[config.mk]
export PLATFORM = sky130hd
export DESIGN_NAME = legacy_irq_route_resolver
export DESIGN_NICKNAME = d
export VERILOG_FILES = /design/src/hw/rtl/lirr_pkg.sv /design/src/hw/rtl/lirr_mem.sv /design/src/hw/rtl/legacy_irq_route_resolver.sv
export VERILOG_INCLUDE_DIRS = /design/src /design/src/hw/rtl
export SDC_FILE = /design/constraint.sdc
export NUM_CORES = 1
export LEC_CHECK = 0
export BUFFER_PORTS_ARGS = -buffer_cell sky130_fd_sc_hd__buf_2
export CORE_ASPECT_RATIO = 1.1
export CORE_MARGIN = 2
export CORE_UTILIZATION = 38
export CTS_CLUSTER_DIAMETER = 200
export DETAILED_ROUTE_END_ITERATION = 8
export HOLD_SLACK_MARGIN = 0.1
export PLACE_DENSITY = 0.66
export REMOVE_ABC_BUFFERS = 1
export SETUP_SLACK_MARGIN = 0.5
export SLEW_MARGIN = 20
export SYNTH_ARGS = -nofsm -noshare
export SYNTH_HDL_FRONTEND = slang
export SYNTH_SLANG_ARGS = --single-unit
[constraint.sdc]
create_clock -name clk -period 6.6 [get_ports clk]
set_input_delay 0 -clock clk [delete_from_list [all_inputs] [get_ports clk]]
set_output_delay 0 -clock clk [all_outputs]
set_load 0.005 [all_outputs]
[src/hw/rtl/legacy_irq_route_resolver_macros.svh]
// ----------------------------------------------------------------------------
// legacy irq route resolver assertion macros
// concurrent assertion wrappers, empty when SYNTH is defined
// ----------------------------------------------------------------------------
`ifndef LEGACY_IRQ_ROUTE_RESOLVER_MACROS_SVH
`define LEGACY_IRQ_ROUTE_RESOLVER_MACROS_SVH

`ifndef SYNTH
// same-cycle implication
`define LIRR_ASSERT_IMPL(name, clk_s, rstn_s, ante, cons) \
  name: assert property (@(posedge clk_s) disable iff (!rstn_s) (ante) |-> (cons)) \
    else $error("lirr assertion failed: same-cycle implication");
// next-cycle implication
`define LIRR_ASSERT_NEXT(name, clk_s, rstn_s, ante, cons) \
  name: assert property (@(posedge clk_s) disable iff (!rstn_s) (ante) |=> (cons)) \
    else $error("lirr assertion failed: next-cycle implication");
`else
`define LIRR_ASSERT_IMPL(name, clk_s, rstn_s, ante, cons)
`define LIRR_ASSERT_NEXT(name, clk_s, rstn_s, ante, cons)
`endif

`endif

[src/hw/rtl/lirr_pkg.sv]
// ----------------------------------------------------------------------------
// lirr_pkg
// shared types, codes and constants of the legacy irq route resolver
// ----------------------------------------------------------------------------
package lirr_pkg;

  localparam int unsigned MAX_CTRLS_DEF     = 8;
  localparam int unsigned MAX_OVRS_DEF      = 16;
  localparam int unsigned MAX_ROUTES_DEF    = 16;
  localparam int unsigned REDIR_ENTRIES_DEF = 24;

  typedef enum logic [1:0] {
    OP_CLEAR    = 2'd0,
    OP_ADD_CTRL = 2'd1,
    OP_ADD_OVR  = 2'd2,
    OP_ROUTE    = 2'd3
  } opcode_t;

  typedef enum logic [2:0] {
    ST_OK          = 3'd0,
    ST_NO_CTRL     = 3'd1,
    ST_IRQ_RANGE   = 3'd2,
    ST_VEC_LOW     = 3'd3,
    ST_ROUTES_FULL = 3'd4,
    ST_UNMAPPED    = 3'd5,
    ST_CTRL_FULL   = 3'd6,
    ST_OVR_FULL    = 3'd7
  } status_t;

  localparam logic [7:0]  IRQ_LIMIT           = 8'd16;
  localparam logic [7:0]  VECTOR_MIN          = 8'd32;
  localparam logic [31:0] REG_INDEX_BASE      = 32'h10;
  localparam int unsigned FLAG_ACTIVE_LOW_BIT = 1;
  localparam int unsigned FLAG_LEVEL_BIT      = 3;

  // controller table entry
  typedef struct packed {
    logic [31:0] base;
    logic        addr_ok;
  } ctrl_ent_t;

  // override table entry, mode bit0 active low, bit1 level
  typedef struct packed {
    logic [7:0]  irq;
    logic [31:0] gsi;
    logic [1:0]  mode;
  } ovr_ent_t;

  // address width of a table of n entries
  function automatic int unsigned idx_w(input int unsigned n);
    return (n > 1) ? $clog2(n) : 1;
  endfunction

endpackage

[src/hw/rtl/lirr_mem.sv]
// ----------------------------------------------------------------------------
// lirr_mem
// single-port-write, single-port-read table memory with registered read data
// ----------------------------------------------------------------------------
module lirr_mem #(
  parameter int unsigned DEPTH = lirr_pkg::MAX_CTRLS_DEF,
  parameter int unsigned WIDTH = 33,
  parameter int unsigned AW    = lirr_pkg::idx_w(DEPTH)
) (
  input  logic             clk,
  input  logic             wr_en,
  input  logic [AW-1:0]    wr_addr,
  input  logic [WIDTH-1:0] wr_data,
  input  logic [AW-1:0]    rd_addr,
  output logic [WIDTH-1:0] rd_data
);
  import lirr_pkg::*;

  logic [WIDTH-1:0] mem_r [DEPTH];
  logic [WIDTH-1:0] rd_data_r;

  always_ff @(posedge clk) begin
    if (wr_en) begin
      mem_r[wr_addr] <= wr_data;
    end
    rd_data_r <= mem_r[rd_addr];
  end

  assign rd_data = rd_data_r;

endmodule

[src/hw/rtl/legacy_irq_route_resolver.sv]
// ----------------------------------------------------------------------------
// legacy_irq_route_resolver
// maps legacy irqs through an override table onto interrupt controller windows
// ----------------------------------------------------------------------------
// A word is taken when start is high and busy is low, and exactly one result
// word comes back for it, shown for a single cycle with out_valid high; the
// receiver cannot stall, so sample it on that cycle. Clear, add-controller,
// add-override and rejected route words never raise busy: the result shows
// on the next cycle, so such words can follow each other
// every cycle. An accepted route word raises busy while it scans the override
// memory and then the controller memory, one entry per cycle through each
// memory's single read port; the result shows in the cycle busy falls, and
// each scan stops early on the first hit in its table. Tables need no
// clearing pass after reset: the fill counts bound every scan, so entries
// are never read before they are written.
`include "legacy_irq_route_resolver_macros.svh"

module legacy_irq_route_resolver #(
  parameter int unsigned MAX_CTRLS       = lirr_pkg::MAX_CTRLS_DEF,
  parameter int unsigned MAX_OVRS        = lirr_pkg::MAX_OVRS_DEF,
  parameter int unsigned MAX_ROUTE_COUNT = lirr_pkg::MAX_ROUTES_DEF,
  parameter int unsigned REDIR_ENTRIES   = lirr_pkg::REDIR_ENTRIES_DEF
) (
  input  logic        clk,
  input  logic        rst_n,
  // command side
  input  logic        start,
  output logic        busy,
  input  logic [1:0]  in_opcode,
  input  logic [31:0] in_ctrl_address,
  input  logic [31:0] in_gsi_base,
  input  logic [7:0]  in_src_irq,
  input  logic [31:0] in_override_gsi,
  input  logic [15:0] in_override_flags,
  input  logic [7:0]  in_legacy_irq,
  input  logic [7:0]  in_vector,
  // result side
  output logic        out_valid,
  output logic [2:0]  out_status,
  output logic [31:0] out_gsi,
  output logic [2:0]  out_controller_index,
  output logic [4:0]  out_redirection_index,
  output logic [5:0]  out_register_index,
  output logic [15:0] out_low_word,
  output logic        out_writable
);
  import lirr_pkg::*;

  // table address and fill count widths
  localparam int unsigned CAW   = idx_w(MAX_CTRLS);
  localparam int unsigned CCW   = $clog2(MAX_CTRLS + 1);
  localparam int unsigned OAW   = idx_w(MAX_OVRS);
  localparam int unsigned OCW   = $clog2(MAX_OVRS + 1);
  localparam int unsigned RCW   = $clog2(MAX_ROUTE_COUNT + 1);
  localparam int unsigned CTRL_W = $bits(ctrl_ent_t);
  localparam int unsigned OVR_W  = $bits(ovr_ent_t);

  typedef enum logic [1:0] {
    S_IDLE,
    S_OVR,
    S_CTRL
  } state_t;

  // control state
  state_t         state_r, state_nxt;
  logic [CCW-1:0] ctrl_cnt_r, ctrl_cnt_nxt;
  logic [OCW-1:0] ovr_cnt_r, ovr_cnt_nxt;
  logic [RCW-1:0] route_cnt_r, route_cnt_nxt;
  logic           ctrl_trunc_r, ctrl_trunc_nxt;
  logic           ovr_trunc_r, ovr_trunc_nxt;
  logic           out_valid_r, out_valid_nxt;
  // scan state: read index and "read data is live" flag
  logic [OCW-1:0] oi_r, oi_nxt;
  logic [CCW-1:0] ci_r, ci_nxt;
  logic           rv_r, rv_nxt;

  // route word payload
  logic [7:0]     irq_r, irq_nxt;
  logic [7:0]     vec_r, vec_nxt;
  logic [31:0]    gsi_r, gsi_nxt;
  logic [1:0]     mode_r, mode_nxt;

  // result payload
  status_t        out_status_r, out_status_nxt;
  logic [31:0]    out_gsi_r, out_gsi_nxt;
  logic [2:0]     out_cidx_r, out_cidx_nxt;
  logic [4:0]     out_ridx_r, out_ridx_nxt;
  logic [5:0]     out_reg_r, out_reg_nxt;
  logic [15:0]    out_low_r, out_low_nxt;
  logic           out_wr_r, out_wr_nxt;

  // memory ports
  logic           ctrl_we, ovr_we;
  ctrl_ent_t      ctrl_wdata, ctrl_q;
  ovr_ent_t       ovr_wdata, ovr_q;
  logic [CTRL_W-1:0] ctrl_q_raw;
  logic [OVR_W-1:0]  ovr_q_raw;

  // datapath
  opcode_t        op;
  logic           acc;
  logic           ovr_issue, ctrl_issue;
  logic [32:0]    gsi_ext, base_ext;
  logic           ctrl_hit;
  logic [31:0]    entry_full;
  logic [31:0]    reg_full;
  logic [31:0]    hit_idx;

  assign busy = (state_r != S_IDLE);
  assign acc  = start && !busy;
  assign op   = opcode_t'(in_opcode);

  // ---- table memories ------------------------------------------------------
  // writes only happen on accepted words in idle, reads only while scanning,
  // so the two never touch the same entry in the same cycle

  lirr_mem #(
    .DEPTH (MAX_CTRLS),
    .WIDTH (CTRL_W),
    .AW    (CAW)
  ) u_ctrl_mem (
    .clk     (clk),
    .wr_en   (ctrl_we),
    .wr_addr (ctrl_cnt_r[CAW-1:0]),
    .wr_data (ctrl_wdata),
    .rd_addr (ci_r[CAW-1:0]),
    .rd_data (ctrl_q_raw)
  );

  lirr_mem #(
    .DEPTH (MAX_OVRS),
    .WIDTH (OVR_W),
    .AW    (OAW)
  ) u_ovr_mem (
    .clk     (clk),
    .wr_en   (ovr_we),
    .wr_addr (ovr_cnt_r[OAW-1:0]),
    .wr_data (ovr_wdata),
    .rd_addr (oi_r[OAW-1:0]),
    .rd_data (ovr_q_raw)
  );

  assign ctrl_q = ctrl_ent_t'(ctrl_q_raw);
  assign ovr_q  = ovr_ent_t'(ovr_q_raw);

  assign ctrl_wdata.base    = in_gsi_base;
  assign ctrl_wdata.addr_ok = (in_ctrl_address != 32'd0);
  assign ovr_wdata.irq      = in_src_irq;
  assign ovr_wdata.gsi      = in_override_gsi;
  assign ovr_wdata.mode     = {in_override_flags[FLAG_LEVEL_BIT],
                               in_override_flags[FLAG_ACTIVE_LOW_BIT]};

  // ---- controller window test ---------------------------------------------
  // 33-bit compare so base + window size cannot wrap
  assign ovr_issue  = (oi_r < ovr_cnt_r);
  assign ctrl_issue = (ci_r < ctrl_cnt_r);
  assign gsi_ext    = {1'b0, gsi_r};
  assign base_ext   = {1'b0, ctrl_q.base};
  assign ctrl_hit   = rv_r && (gsi_ext >= base_ext) &&
                      (gsi_ext < (base_ext + 33'(REDIR_ENTRIES)));
  assign entry_full = gsi_r - ctrl_q.base;
  assign reg_full   = REG_INDEX_BASE + (entry_full << 1);
  // live read data belongs to the entry one behind the read index
  assign hit_idx    = 32'(ci_r) - 32'd1;

  // ---- next-state logic ------------------------------------------------------
  always_comb begin
    state_nxt      = state_r;
    ctrl_cnt_nxt   = ctrl_cnt_r;
    ovr_cnt_nxt    = ovr_cnt_r;
    route_cnt_nxt  = route_cnt_r;
    ctrl_trunc_nxt = ctrl_trunc_r;
    ovr_trunc_nxt  = ovr_trunc_r;
    oi_nxt         = oi_r;
    ci_nxt         = ci_r;
    rv_nxt         = rv_r;
    irq_nxt        = irq_r;
    vec_nxt        = vec_r;
    gsi_nxt        = gsi_r;
    mode_nxt       = mode_r;
    out_valid_nxt  = 1'b0;
    out_status_nxt = ST_OK;
    out_gsi_nxt    = 32'd0;
    out_cidx_nxt   = 3'd0;
    out_ridx_nxt   = 5'd0;
    out_reg_nxt    = 6'd0;
    out_low_nxt    = 16'd0;
    out_wr_nxt     = 1'b0;
    ctrl_we        = 1'b0;
    ovr_we         = 1'b0;

    unique case (state_r)
      S_IDLE: begin
        if (acc) begin
          unique case (op)
            OP_CLEAR: begin
              ctrl_cnt_nxt   = '0;
              ovr_cnt_nxt    = '0;
              route_cnt_nxt  = '0;
              ctrl_trunc_nxt = 1'b0;
              ovr_trunc_nxt  = 1'b0;
              out_valid_nxt  = 1'b1;
            end
            OP_ADD_CTRL: begin
              out_valid_nxt = 1'b1;
              if (ctrl_cnt_r >= CCW'(MAX_CTRLS)) begin
                ctrl_trunc_nxt = 1'b1;
                out_status_nxt = ST_CTRL_FULL;
              end else begin
                ctrl_we      = 1'b1;
                ctrl_cnt_nxt = ctrl_cnt_r + 1'b1;
              end
            end
            OP_ADD_OVR: begin
              out_valid_nxt = 1'b1;
              if (ovr_cnt_r >= OCW'(MAX_OVRS)) begin
                ovr_trunc_nxt  = 1'b1;
                out_status_nxt = ST_OVR_FULL;
              end else begin
                ovr_we      = 1'b1;
                ovr_cnt_nxt = ovr_cnt_r + 1'b1;
              end
            end
            OP_ROUTE: begin
              // checks in priority order, a reject changes no state
              priority if (ctrl_cnt_r == '0) begin
                out_valid_nxt  = 1'b1;
                out_status_nxt = ST_NO_CTRL;
              end else if (in_legacy_irq >= IRQ_LIMIT) begin
                out_valid_nxt  = 1'b1;
                out_status_nxt = ST_IRQ_RANGE;
              end else if (in_vector < VECTOR_MIN) begin
                out_valid_nxt  = 1'b1;
                out_status_nxt = ST_VEC_LOW;
              end else if (route_cnt_r >= RCW'(MAX_ROUTE_COUNT)) begin
                out_valid_nxt  = 1'b1;
                out_status_nxt = ST_ROUTES_FULL;
              end else begin
                irq_nxt   = in_legacy_irq;
                vec_nxt   = in_vector;
                gsi_nxt   = {24'd0, in_legacy_irq};
                mode_nxt  = 2'b00;
                oi_nxt    = '0;
                rv_nxt    = 1'b0;
                state_nxt = S_OVR;
              end
            end
            default: ;
          endcase
        end
      end

      S_OVR: begin
        // pipelined scan: issue entry n while checking entry n-1
        rv_nxt = ovr_issue;
        oi_nxt = ovr_issue ? (oi_r + 1'b1) : oi_r;
        if (rv_r && (ovr_q.irq == irq_r)) begin
          gsi_nxt   = ovr_q.gsi;
          mode_nxt  = ovr_q.mode;
          ci_nxt    = '0;
          rv_nxt    = 1'b0;
          state_nxt = S_CTRL;
        end else if (!ovr_issue && !rv_r) begin
          // no override, keep the irq as gsi
          ci_nxt    = '0;
          state_nxt = S_CTRL;
        end
      end

      S_CTRL: begin
        rv_nxt = ctrl_issue;
        ci_nxt = ctrl_issue ? (ci_r + 1'b1) : ci_r;
        if (ctrl_hit) begin
          route_cnt_nxt  = route_cnt_r + 1'b1;
          out_valid_nxt  = 1'b1;
          out_status_nxt = ST_OK;
          out_gsi_nxt    = gsi_r;
          out_cidx_nxt   = hit_idx[2:0];
          out_ridx_nxt   = entry_full[4:0];
          out_reg_nxt    = reg_full[5:0];
          out_low_nxt    = {mode_r[1], 1'b0, mode_r[0], 5'd0, vec_r};
          out_wr_nxt     = ctrl_q.addr_ok;
          rv_nxt         = 1'b0;
          state_nxt      = S_IDLE;
        end else if (!ctrl_issue && !rv_r) begin
          out_valid_nxt  = 1'b1;
          out_status_nxt = ST_UNMAPPED;
          out_gsi_nxt    = gsi_r;
          state_nxt      = S_IDLE;
        end
      end

      default: begin
        state_nxt = S_IDLE;
      end
    endcase
  end

  // ---- registers -------------------------------------------------------------
  always_ff @(posedge clk) begin
    // payload, no reset needed
    oi_r         <= oi_nxt;
    ci_r         <= ci_nxt;
    irq_r        <= irq_nxt;
    vec_r        <= vec_nxt;
    gsi_r        <= gsi_nxt;
    mode_r       <= mode_nxt;
    out_status_r <= out_status_nxt;
    out_gsi_r    <= out_gsi_nxt;
    out_cidx_r   <= out_cidx_nxt;
    out_ridx_r   <= out_ridx_nxt;
    out_reg_r    <= out_reg_nxt;
    out_low_r    <= out_low_nxt;
    out_wr_r     <= out_wr_nxt;
    if (!rst_n) begin
      state_r      <= S_IDLE;
      ctrl_cnt_r   <= '0;
      ovr_cnt_r    <= '0;
      route_cnt_r  <= '0;
      ctrl_trunc_r <= 1'b0;
      ovr_trunc_r  <= 1'b0;
      rv_r         <= 1'b0;
      out_valid_r  <= 1'b0;
    end else begin
      state_r      <= state_nxt;
      ctrl_cnt_r   <= ctrl_cnt_nxt;
      ovr_cnt_r    <= ovr_cnt_nxt;
      route_cnt_r  <= route_cnt_nxt;
      ctrl_trunc_r <= ctrl_trunc_nxt;
      ovr_trunc_r  <= ovr_trunc_nxt;
      rv_r         <= rv_nxt;
      out_valid_r  <= out_valid_nxt;
    end
  end

  assign out_valid             = out_valid_r;
  assign out_status            = out_status_r;
  assign out_gsi               = out_gsi_r;
  assign out_controller_index  = out_cidx_r;
  assign out_redirection_index = out_ridx_r;
  assign out_register_index    = out_reg_r;
  assign out_low_word          = out_low_r;
  assign out_writable          = out_wr_r;

  // ---- assertions ------------------------------------------------------------
  // no table write while a scan reads the memories
  `LIRR_ASSERT_IMPL(a_no_write_in_scan, clk, rst_n, busy, !ctrl_we && !ovr_we)
  // truncation only flagged once the table is full
  `LIRR_ASSERT_IMPL(a_ctrl_trunc_full, clk, rst_n, ctrl_trunc_r, ctrl_cnt_r == CCW'(MAX_CTRLS))
  `LIRR_ASSERT_IMPL(a_ovr_trunc_full, clk, rst_n, ovr_trunc_r, ovr_cnt_r == OCW'(MAX_OVRS))
  // a window hit gives an ok result word on the next cycle
  `LIRR_ASSERT_NEXT(a_hit_gives_ok, clk, rst_n, (state_r == S_CTRL) && ctrl_hit, out_valid_r && (out_status_r == ST_OK))

endmodule
Yosys cells after proc, flatten, opt, wreduce, memory -nomap -nowiden
Memories as Yosys holds them, arrays and structs flattened. A register that Yosys moved wholly into a read port is not among the register bits.
Cells that the tools add are included.
- bitwise operators: 4
- order comparisons: 9
- mux-type cells: 90
- reduce and logical (&&, ||, !) cells: 32
- add/sub/neg operators: 9
- eq/ne operators: 21
- operator list (kind ; count):
    32-bit 2-to-1 mux ; 9
    32-bit one-hot mux with 2 select lines ; 1
    5-bit 2-to-1 mux ; 11
    2-bit 2-to-1 mux ; 17
    32-bit by 5-bit adder with 33-bit output, second input constant ; 1
    32-bit by 33-bit less-than comparator with 1-bit output ; 1
    32-bit greater-or-equal comparator ; 1
    32-bit nonzero test ; 1
    5-bit one-hot mux with 2 select lines ; 3
    1-bit 2-to-1 mux ; 27
    3-bit 2-to-1 mux ; 9
    8-bit AND reduction ; 3
    2-bit != test, second input constant ; 11
    4-bit 2-to-1 mux ; 4
    4-bit one-hot mux with 2 select lines ; 2
    5-bit by 1-bit adder with 5-bit output, second input constant ; 3
    7-bit AND reduction ; 2
    4-bit AND reduction ; 3
    2-bit nonzero test ; 6
    5-bit greater-or-equal comparator, second input constant ; 2
    3-bit one-hot mux with 3 select lines ; 1
    4-bit by 1-bit adder with 4-bit output, second input constant ; 2
    8-bit == test ; 1
    8-bit by 5-bit greater-or-equal comparator with 1-bit output, second input constant ; 1
    25 further kinds ; 43
- RAM bits: 936
- memories: 2
- logic and storage cells: 187
- output and inout bits: 68
- bits in registers: 143
- input port bits: 141
- memory list (memory ; depth ; width ; read ports ; clocked after Yosys merged registers in ; wr ports ; line ; RTL):
    u_ovr_mem.mem_r ; 16 ; 42 ; 1 ; 1 ; 1 ; lirr_mem.sv:19 ; logic [WIDTH-1:0] mem_r [DEPTH];
    u_ctrl_mem.mem_r ; 8 ; 33 ; 1 ; 1 ; 1 ; lirr_mem.sv:19 ;

Longest topological paths before layout
- depth after elaboration: 8
- depth in mapped cells: 18
- gate-level depth less buffers: 17

By module
Synthesis repeated with hierarchy kept, for this count alone.
- cells, all modules: 2250
- area, all modules: 43954.7 µm²
- by module, submodules not included (module ; instances ; area each (µm²) ; sequential area each (µm²) ; cells each):
    lirr_mem at u_ovr_mem ; 1 ; 26056.2 ; 21020.2 ; 1092
    lirr_mem at u_ctrl_mem ; 1 ; 10640.2 ; 8588.2 ; 427
    legacy_irq_route_resolver ; 1 ; 7258.2 ; 3253.1 ; 731

Worst setup path before layout
OpenSTA, ideal clock, no wires.
- path type: reg-to-reg
- start point: register state_r[0]
- end point: memory u_ovr_mem.mem_r[3][0] (netlist bit) (enable)
- required time: 6.107 ns
- clock period less this slack: 4.633 ns
- stages on the path, launching flop included: 9
- buffers on the path: 0
- slack: 1.967 ns
- library setup time: 0.493 ns
- data arrival time: 4.139 ns
- cells stage by stage: dfxtp_1 > inv_1 > ha_1 > nand2_1 > nor2_1 > nand2_1 > nor2_1 > nand2_1 > nor3_1
- cells in the longest elaborated chain, start to end: 7
- elaborated cells on any way between the ends: 8
- classes of those cells: mux: 4; reduce/logical: 4
- RTL lines (what ; line ; RTL):
    from (decl) ; legacy_irq_route_resolver.sv:65 ; state_t state_r, state_nxt;
    from (signal assigned) ; legacy_irq_route_resolver.sv:325 ; state_r <= state_nxt;
    2-bit nonzero test ; legacy_irq_route_resolver.sv:109 ; assign busy = (state_r != S_IDLE);
    1-bit zero test ; legacy_irq_route_resolver.sv:110 ; assign acc = start && !busy;
    1-bit logical AND ; legacy_irq_route_resolver.sv:110 ;
    1-bit 2-to-1 mux ; legacy_irq_route_resolver.sv:194 ; if (acc) begin
    1-bit 2-to-1 mux (*) ; legacy_irq_route_resolver.sv:192 ; unique case (state_r)
    1-bit 2-to-1 mux (*) ; lirr_mem.sv:23 ; if (wr_en) begin
    1-bit 2-to-1 mux (not written as such) (*) ; lirr_mem.sv:24 ; mem_r[wr_addr] <= wr_data;
    to (decl) ; lirr_mem.sv:19 ;
Mark *: on every way between the ends. The rest lies on a longest branch, timed or not.

Final worst setup path
- start point: register u_ctrl_mem.rd_data_r[8], in the netlist u_ctrl_mem.rd_data[8], read port of u_ctrl_mem.mem_r
- end point: register out_gsi_r[20], in the netlist out_gsi[20]
- cells in the longest elaborated chain, start to end: 4
- elaborated cells on any way between the ends: 6
- classes of those cells: add/sub: 1; order compare: 2; mux: 1; reduce/logical: 2
- RTL lines (what ; line ; RTL):
    from (decl) ; lirr_mem.sv:20 ; logic [WIDTH-1:0] rd_data_r;
    32-bit by 5-bit adder with 33-bit output / 32-bit greater-or-equal comparator (equally long branches) ; legacy_irq_route_resolver.sv:160, legacy_irq_route_resolver.sv:159 ;
    32-bit by 33-bit less-than comparator with 1-bit output / 1-bit logical AND (equally long branches) ; legacy_irq_route_resolver.sv:160, legacy_irq_route_resolver.sv:159 ;
    1-bit logical AND (*) ; legacy_irq_route_resolver.sv:159 ; assign ctrl_hit = rv_r && (gsi_ext >= base_ext) &&
    32-bit 2-to-1 mux (*) ; legacy_irq_route_resolver.sv:273 ; if (ctrl_hit) begin
    to (signal assigned) ; legacy_irq_route_resolver.sv:309 ; out_gsi_r <= out_gsi_nxt;
    to (decl) ; legacy_irq_route_resolver.sv:85 ; logic [31:0] out_gsi_r, out_gsi_nxt;
Marks and branches as above.
A chain may end at the register's enable or synchronous reset.

==> results.yml <==
run_status:
  status: "complete, no violations"
placed_design:
  io_buffers: 187
  placed_area_mm2: 0.0468
  gp_congestion: 0.829
  hpwlAfterDp_um: 58100
cts:
  cts_tree: "yes"
  clk_transition_reported_paths_ps: 60
  cts_made_buffers: 111
  postCtsSetupBuffers: 0
  clock_latency_ps: 700
  cts.sinks: 1144
  htreeDepth: 3
  postCtsResizedCells: 0
  cts_hold_buf: 118
  root_buffer: "clkbuf_16"
  clockBufferDepth: 3
sta:
  finalHoldViolCount: 0
  relSlewSlack: 0.252
  setup_viol: 0
  rsz0062_at_grt: "false"
  fmax_ghz: 0.201
  drv_slew: 0
  fin_skew_ps: 40.5
  layout_min_cycle_time_ps: 4970
  min_period_over_period: 0.753
  tightest_slew_ps: 1120
  timing.setup.tns_ps: 0
pwr:
  internal-power_mw: 12.1
  p_sw_frac: 0.207
  report.power.total_mw: 15.3
  comb_power_share: 0.055
  p_clk_frac: 0.424
  p_switching_mw: 3.16
  power_density_mw_per_mm2: 295
  p_leak_nw: 17.5
  seqPwrFrac: 0.521
  ir_drop_mv: 0.220
cells_and_area:
  drive_above_1_share: 0.293
  area_delta_synth_final_pct: 18.4
  final_core_util: 0.454
  fin_area_mm2: 0.0519
  final_nets: 2741
die:
  rows: 130
  pin_count: 209
  core_area_mm2: 0.114
  die-area_mm2: 0.118
  start_util: 0.384
  die_y_um: 360
  die_width_um: 328
critical_path:
  crit_cells: 14
  cp_max_fo: 32
  cpPeakStageDelay_ps: 600
  r2r-start: "u_ctrl_mem.rd_data[8]"
  cp-startpoint: "u_ctrl_mem.rd_data[8]"
  start_kind: "flip-flop"
  crit_path_frequent_cell: "or4_1"
  reg2reg_slack_ps: 1630
  path_delay_family: "simple AND/OR/NAND/NOR gates"
  critPathKind: "flip-flop to flip-flop"
  reg2reg_depth: 14
  crit_slowest_cell: "or4_1"
  end_kind: "flip-flop"
  cp.arrival_ps: 5540
  critical_path_buf_inv_count: 1
  crit_required_ps: 7170
  crit_chain: "o2111ai_1, or4_1, or4_1, nor4_1, xnor2_1, ha_1, nand3_1, or4_1, a31oi_1, nor3_1, o21ai_2, o21ai_2, buf_4, and2_1"
global_route:
  first_global_vias: 22600
  groute.usage.overall: 0.167
  grt_pass1_wl_um: 146000
  antenna_found_initial: 15
  grt-ovfl-total: 0
  grt_max_degree: 125
logic_synthesis:
  synth.distinct_cells: 57
  syn_area_mm2: 0.0439
  async_flop_share: 0
  synth_enable_flop_cells: 995
  yosysSeqAreaShare: 0.749
  syn_inst: 2145
  yosysWarningCount: 0
  synth_ff_type: "edfxtp_1"
  avgSynthCellArea_um2: 20.4
  ys_seq_elements: 1144
worst_hold_path:
  min_from: "in_legacy_irq[7]"
  hold_path.class: "primary input to flip-flop"
  whs_path_depth: 2
routing:
  route.detailed.drc: 0
  met2WireLength_um: 50600
  drt_wl_total_um: 99400
  viasPerCell: 5.22
  postRouteAntennaNets: 0
  wl_met3_um: 6130
  vias: 21600
  wl_per_cell_um: 24.0
  highest-signal-layer: "met5"
  drt-met1-wl_um: 40400
  drtIter0Drc: 1882
  dr.pass1.iters: 5
job:
  maxCapViolCount: 0
registers in the layout, summed over array words and instances (netlist names), 2 cells and up:
name	cells
irq_r	8
u_ctrl_mem.rd_data	33
ovr_cnt_r	5
u_ctrl_mem.mem_r	264
gsi_r	32
out_status	3
u_ovr_mem.rd_data	42
vec_r	8
route_cnt_r	5
mode_r	2
ci_r	4
state_r	2
out_low_word	10
oi_r	5
out_gsi	32
out_register_index	2
out_controller_index	3
out_redirection_index	5
u_ovr_mem.mem_r	672
ctrl_cnt_r	4
Yosys cell counts, types with 2 or more instances:
cell type	n	area (um2)
dfxtp_1	149	2980
a221oi_1	2	17.5
nand3b_1	3	22.5
a211oi_1	2	15.0
xnor2_1	42	368
a31oi_1	2	12.5
and2_1	81	507
nand2_1	46	173
o21ai_2	2	17.5
nor2_1	48	180
buf_4	10	75.1
mux2i_1	4	40.0
nor4_1	15	93.8
o22ai_1	3	18.8
mux4_2	276	6220
o31ai_1	2	15.0
and4_1	2	17.5
a21boi_0	3	22.5
xor2_1	5	43.8
nor2b_1	4	25.0
mux2_2	42	473
or2_2	2	12.5
clkbuf_1	62	233
o21ai_0	31	155
o21a_1	3	22.5
edfxtp_1	995	29900
nand3_1	21	105
or4_1	3	22.5
buf_1	24	90.1
nand4_1	20	125
inv_1	56	210
and3_1	3	18.8
ha_1	82	1030
nand2b_1	6	37.5
a21oi_1	42	210
nor3_1	24	120
a21o_1	3	22.5
or3_1	6	37.5
cells in the final DEF, fill, tap and decap left out, drive strengths merged, types with 47 or more instances in the layout:
master / count
and2: 81
buf: 232
clkbuf: 151
dfxtp: 149
dlygate4sd3: 118
edfxtp: 995
ha: 82
inv: 62
mux4: 276
nand2: 47
nor2: 48
kinds of logic (layout without fill, tap and decap cells):
logic type / count (synthesis) / count (layout) / synth area share
XOR/XNOR: 47 / 47 / 0.00939
flip-flops: 1144 / 1144 / 0.749
other: 1 / 9 / 0.0000855
multiplexers: 322 / 322 / 0.153
AND/OR/NAND/NOR: 289 / 289 / 0.0353
buffers and inverters: 153 / 618 / 0.0140
AO/OA/AOI/OAI: 106 / 106 / 0.0146
adder cells (fa/ha/maj): 83 / 83 / 0.0239
power by group through the flow:
stage                     Combinational [mW]  Clock [mW]  Sequential [mW]
after global placement                 0.764           0             8.12
after floorplan                        0.489           0             8.19
after CTS                              0.855        6.62             7.97
after detailed placement               0.791           0             8.13
after global routing                   0.922        6.90             7.97
final                                  0.846        6.50             7.97
per-layer routing:
metal,vias to the layer above,track usage
li1,9431,-
met2,715,0.285
met5,-,0
met4,14,0.0435
met1,11300,0.220
met3,150,0.0316
worst paths after layout:
| path | endpoint |
|---|---|
| hold / removal | irq_r[7] |
| hold reg to reg | out_low_word[6] |
| setup reg to reg | out_gsi[20] |
| setup / recovery | out_gsi[20] |
final cells by class:
cell class	instances	area [um2]
antenna	2	5.00
clock buffer	151	3170
clock inverter	61	686
fill	9463	62400
inverter	56	210
multi-input combinational	854	10600
sequential	1144	32900
tap	1518	1900
timing repair buffer	350	2530
per-stage QoR:
stage | cells | hold WS (ps) | worst slack, ps
finish | 4136 | 126 | 1630
global route | 4136 | 123 | 1330
CTS | 4131 | 100 | 1620
detailed placement | 3801 | 181 | 1680
global placement | 3801 | 180 | 1800
floorplan | 2054 | 98.9 | -1240
Power figures use the tool's default switching activity.
